### src/rtl/tsvf_pkg.sv
// Types and constants shared by the low-pass state variable filter modules.
// Has no dependencies.
package tsvf_pkg;

    localparam int GAIN_W  = 24;
    localparam int DAMP_W  = 18;
    localparam int COEF_W  = 25;
    localparam int PADDR_W = 3;

    typedef logic [COEF_W-1:0] coef_t;

    localparam coef_t COEF_UNITY = 25'h1000000;
    localparam logic [DAMP_W-1:0] DAMPING_RESET = 18'd131072;

    typedef struct packed {
        coef_t coef_one;
        coef_t coef_two;
        coef_t coef_three;
    } coef_set_t;

    typedef enum logic [0:0] {
        REG_CUTOFF_GAIN = 1'b0,
        REG_DAMPING     = 1'b1
    } reg_index_t;

    typedef enum logic [2:0] {
        DERIV_IDLE,
        DERIV_DEN,
        DERIV_DIV,
        DERIV_TWO,
        DERIV_THREE
    } deriv_state_t;

endpackage

### src/rtl/tsvf_coef.sv
// Coefficient unit: derives the three filter coefficients from gain and damping.
// Uses a bit-serial divider; depends on tsvf_pkg.
module tsvf_coef (
    input  logic                        clk,
    input  logic                        rst_n,
    input  logic                        start,
    input  logic [tsvf_pkg::GAIN_W-1:0] gain,
    input  logic [tsvf_pkg::DAMP_W-1:0] damping,
    output tsvf_pkg::coef_set_t         coefs,
    output logic                        busy
);

    localparam logic [48:0] DEN_BIAS = 49'd1 << 32;
    localparam logic [48:0] REM_BIAS = 49'd1 << 31;
    localparam logic [48:0] RND_HALF = 49'd1 << 15;

    tsvf_pkg::deriv_state_t state_reg, state_next;
    tsvf_pkg::coef_set_t    coef_reg, coef_next;
    logic [48:0]            den_reg, den_next;
    logic [48:0]            rem_reg, rem_next;
    logic [24:0]            numlo_reg, numlo_next;
    logic [24:0]            quot_reg, quot_next;
    logic [4:0]             cnt_reg, cnt_next;

    logic [24:0] gk_sum;
    logic [48:0] den_calc;
    logic [49:0] trial;
    logic [49:0] diff;
    logic        ge;
    logic [24:0] quot_shift;
    logic [24:0] scale_coef;
    logic [48:0] scale_prod;

    function automatic tsvf_pkg::coef_t clamp_unity(input logic [32:0] v);
        if (v > {8'b0, tsvf_pkg::COEF_UNITY})
            return tsvf_pkg::COEF_UNITY;
        else
            return v[24:0];
    endfunction

    assign gk_sum     = {1'b0, gain} + {7'b0, damping};
    assign den_calc   = ({25'b0, gain} * {24'b0, gk_sum}) + DEN_BIAS;
    assign trial      = {rem_reg, numlo_reg[24]};
    assign diff       = trial - {1'b0, den_reg};
    assign ge         = (trial >= {1'b0, den_reg});
    assign quot_shift = {quot_reg[23:0], ge};
    assign scale_coef = (state_reg == tsvf_pkg::DERIV_TWO) ? coef_reg.coef_one
                                                            : coef_reg.coef_two;
    assign scale_prod = ({25'b0, gain} * {24'b0, scale_coef}) + RND_HALF;

    always_comb
    begin
        state_next = state_reg;
        coef_next  = coef_reg;
        den_next   = den_reg;
        rem_next   = rem_reg;
        numlo_next = numlo_reg;
        quot_next  = quot_reg;
        cnt_next   = cnt_reg;
        case (state_reg)
            tsvf_pkg::DERIV_IDLE:
            begin
                if (start)
                    state_next = tsvf_pkg::DERIV_DEN;
            end
            tsvf_pkg::DERIV_DEN:
            begin
                // The dividend is 2^56 plus half the divisor; its top bits seed
                // the remainder and its low 25 bits are shifted in one a cycle.
                den_next   = den_calc;
                rem_next   = REM_BIAS + {26'b0, den_calc[48:26]};
                numlo_next = den_calc[25:1];
                quot_next  = '0;
                cnt_next   = 5'd24;
                state_next = tsvf_pkg::DERIV_DIV;
            end
            tsvf_pkg::DERIV_DIV:
            begin
                rem_next   = ge ? diff[48:0] : trial[48:0];
                numlo_next = {numlo_reg[23:0], 1'b0};
                quot_next  = quot_shift;
                cnt_next   = cnt_reg - 5'd1;
                if (cnt_reg == 5'd0)
                begin
                    coef_next.coef_one = clamp_unity({8'b0, quot_shift});
                    state_next         = tsvf_pkg::DERIV_TWO;
                end
            end
            tsvf_pkg::DERIV_TWO:
            begin
                coef_next.coef_two = clamp_unity(scale_prod[48:16]);
                state_next         = tsvf_pkg::DERIV_THREE;
            end
            tsvf_pkg::DERIV_THREE:
            begin
                coef_next.coef_three = clamp_unity(scale_prod[48:16]);
                state_next           = tsvf_pkg::DERIV_IDLE;
            end
            default:
            begin
                state_next = tsvf_pkg::DERIV_IDLE;
            end
        endcase
        // A register write part-way through a derivation starts it again
        // from the new register values.
        if (start)
            state_next = tsvf_pkg::DERIV_DEN;
    end

    always_ff @(posedge clk or negedge rst_n)
    begin
        if (!rst_n)
        begin
            state_reg           <= tsvf_pkg::DERIV_IDLE;
            coef_reg.coef_one   <= tsvf_pkg::COEF_UNITY;
            coef_reg.coef_two   <= '0;
            coef_reg.coef_three <= '0;
        end
        else
        begin
            state_reg <= state_next;
            coef_reg  <= coef_next;
        end
    end

    always_ff @(posedge clk)
    begin
        den_reg   <= den_next;
        rem_reg   <= rem_next;
        numlo_reg <= numlo_next;
        quot_reg  <= quot_next;
        cnt_reg   <= cnt_next;
    end

    assign coefs = coef_reg;
    assign busy  = (state_reg != tsvf_pkg::DERIV_IDLE);

endmodule

### config.mk
export PLATFORM = sky130hd
export DESIGN_NAME = tsvf_coef
export DESIGN_NICKNAME = d
export VERILOG_FILES = /design/src/rtl/tsvf_pkg.sv /design/src/rtl/tsvf_coef.sv
export SDC_FILE = /design/constraint.sdc
export NUM_CORES = 2
export LEC_CHECK = 0
export BUFFER_PORTS_ARGS = -buffer_cell sky130_fd_sc_hd__buf_2
export CAP_MARGIN = 10
export CORE_UTILIZATION = 55
export DETAILED_ROUTE_END_ITERATION = 12
export GPL_TIMING_DRIVEN = 0
export PLACE_DENSITY = 0.75
export SYNTH_ARGS = -nofsm -noshare
export SYNTH_HDL_FRONTEND = slang
export SYNTH_SLANG_ARGS = --single-unit
### constraint.sdc
create_clock -name clk -period 21.7 [get_ports clk]
set_input_delay 3.255 -clock clk [delete_from_list [all_inputs] [get_ports clk]]
set_output_delay 3.255 -clock clk [all_outputs]
set_load 0.02 [all_outputs]
==> metrics <==
CP max stage delay 0.87 ns; RR Endpoint coefs[40]$_DFFE_PN0P_; clock slew at reported path FFs 0.07 ns; Min-Delay Path Class flop to flop; max reg flops 75; chip width 311 um; top_reg_cell synth edfxtp_1; Yosys reg bits 230; FF/Latch Area 6520 um2; I/O Buffers 120; Yosys top cell by area fa_1; Fin. Hold Viols 0; share of layout cells above drive strength 1 4.03%; met3 Use GR 8.63%; vias in the first global route 43700; Post-layout nets 7427; R2R Setup Slk 9.63 ns; cts repair resizes 0; total CTS buffers 24; Worst setup SP type input pin; Syn Area/Cell 9.11 um2; Worst EP arrival 16.27 ns; clk root buf clkbuf_16; drt drc 0; Worst Setup Path Type input pin to flop; WL/cell 23.9 um; area occupied by multi-input gates 40500 um2; routability cong. 1.02; Hold EP coefs[8]$_DFFE_PN0N_; FILL cells 8319; antenna viol nets, final 0; core footprint 93900 um2; mapped cell area 52400 um2; grt ovf 0; Max FO, Critical Path 10; cell with the most instances after synthesis inv_1; Max Cap Viol 0; final setup margin 5.87 ns; Rel. slew slack 7.57%; most frequent cells after synthesis inv_1 (1153), fa_1 (1010), nand2_1 (853), ha_1 (466), and2_1 (447); row cnt 112; Starting Density 55.8%; # H-tree levels 1; clk buf depth 3; met2 GRT Util 57.0%; DIE HEIGHT 311 um; HP Start coefs[8]$_DFFE_PN0N_; critical path endpoint category flop; Avg Vias per Cell 5.76; initial antenna violation count 12; First-pass DRT Iterations 7; min cycle time layout 15.83 ns; Post-synth EDFFs 152; Clock Skews 0.0148 ns; synth top area cells fa_1 (39%), ha_1 (11%), edfxtp_1 (8.7%); YS warnings 0; slowest CP cell clkbuf_1; busiest grt layer met2; Worst-Skew Late Latency 0.57 ns; dpl ws 5.59 ns; Max Freq 63.2 MHz; fin. max-slew vios 0; Post-Syn Nets 7274; setup violators final 0; die area 96600 um2; total routed wirelength 172000 um; postcts setup bufs 0; unrepaired setup endpoints after global routing false; FF-to-FF path depth 31; post-synthesis async set-or-reset flop share 33.9%; pin count of the biggest net entering global routing 48; global-route met1 utilization 44.1%; DR vias 41400; Post-CTS Hold Buffers 0; TritonCTS clock tree built; P&R area growth vs syn 6.06%; CTS sink cnt 230; DP Wirelength 144000 um; register area share after synthesis 12.4%; CP required 22.14 ns; setup tns final 0 ns; Slew @ Worst Pin 1.39 ns; initial DRC count 3643; hold depth 2; top cell type's share of synthesized area 38.6%; FF-to-FF Start state_reg[2]$_DFFE_PN0P_; GRT Overall Usage 36.1%; Netlist cell types 72; first-pass GRT wire length 262000 um; Ports 121; Tcrit/Tclk final 72.9%; Critical Path Most Common Cell fa_1; Synth Instances 5753; status finished, final reports clean
[how the worst max path moves through the flow]
stage | cells after the start | end | slack [ns] | from
final | 37 | rem_reg[19]$_DFFE_PP_ | 5.87 | gain[1]
after global routing | 39 | rem_reg[19]$_DFFE_PP_ | 5.59 | gain[1]
after CTS | 39 | rem_reg[19]$_DFFE_PP_ | 6.17 | gain[1]
after detailed placement | 39 | rem_reg[19]$_DFFE_PP_ | 5.59 | gain[1]
after global placement | 37 | rem_reg[19]$_DFFE_PP_ | 5.73 | gain[1]
after floorplan | 36 | rem_reg[20]$_DFFE_PP_ | 9.11 | gain[1]
[placed cells by master, fill, tap and decap left out, types with 23 or more instances in the layout]
cell type,n
o21ai_2,28
edfxtp_1,152
buf_2,121
nor3_1,36
and2_1,447
nand2_1,853
ha_1,466
nand2b_1,138
fa_1,1010
xor2_1,49
a21oi_1,168
nand4_1,27
xnor2_1,87
inv_1,1153
nand3_1,76
clkbuf_1,282
a211oi_1,23
nor2_1,116
nor2b_1,84
clkbuf_16,24
o21a_1,23
o21ai_0,96
a21o_1,79
dfrtp_1,77
a22o_1,23
[cell type report]
type	instances	area share, %
Clock inverter	17	0.392
Sequential cell	230	11.7
Timing Repair Buffer	127	1.29
Antenna cell	12	0.0540
Multi-Input combinational cell	4074	72.8
Inverter	1154	7.79
Buffer	295	2.04
Tap cell	1254	2.82
Clock buffer	27	1.12
[per-layer routing]
metal	routed length, um	up-vias
li1	-	18000
met4	14400	4
met1	62900	20600
met3	17300	635
met5	24	-
met2	77200	2238
[stage by stage]
step           instance area [um2]  hold slack (ns)  utilization [%]  instances
4_1_cts                      55600            0.481             59.2       7178
3_3_place_gp                 54600            0.460             58.2       7127
5_1_grt                      55600            0.514             59.2       7180
2_1_floorplan                52400            0.457                -       5753
6_report                     55600            0.479             59.2       7190
3_5_place_dp                 54700            0.465             58.3       7134
[worst max-delay path: cells and delay by family]
| family | cells | cell delay (ns) |
|---|---|---|
| AOI/OAI and AO/OA | 14 | 4.01 |
| xor gates and xnor gates | 2 | 1.30 |
| adders and majority gates | 9 | 4.57 |
| buffers and inverters | 7 | 2.11 |
| and+or+nand+nor | 5 | 1.01 |
[cells by family after synthesis]
logic type | count (synthesis) | share of synthesized area (%)
flops | 230 | 12.4
compound gates | 573 | 7.21
buf+inv | 1449 | 10.4
xor+xnor | 136 | 2.27
simple gates | 1864 | 17.5
fa+ha+maj | 1476 | 49.7
mux | 25 | 0.501
Power is not shown: default switching activity piles up to over one toggle a cycle in this logic, so the estimate is an artifact.
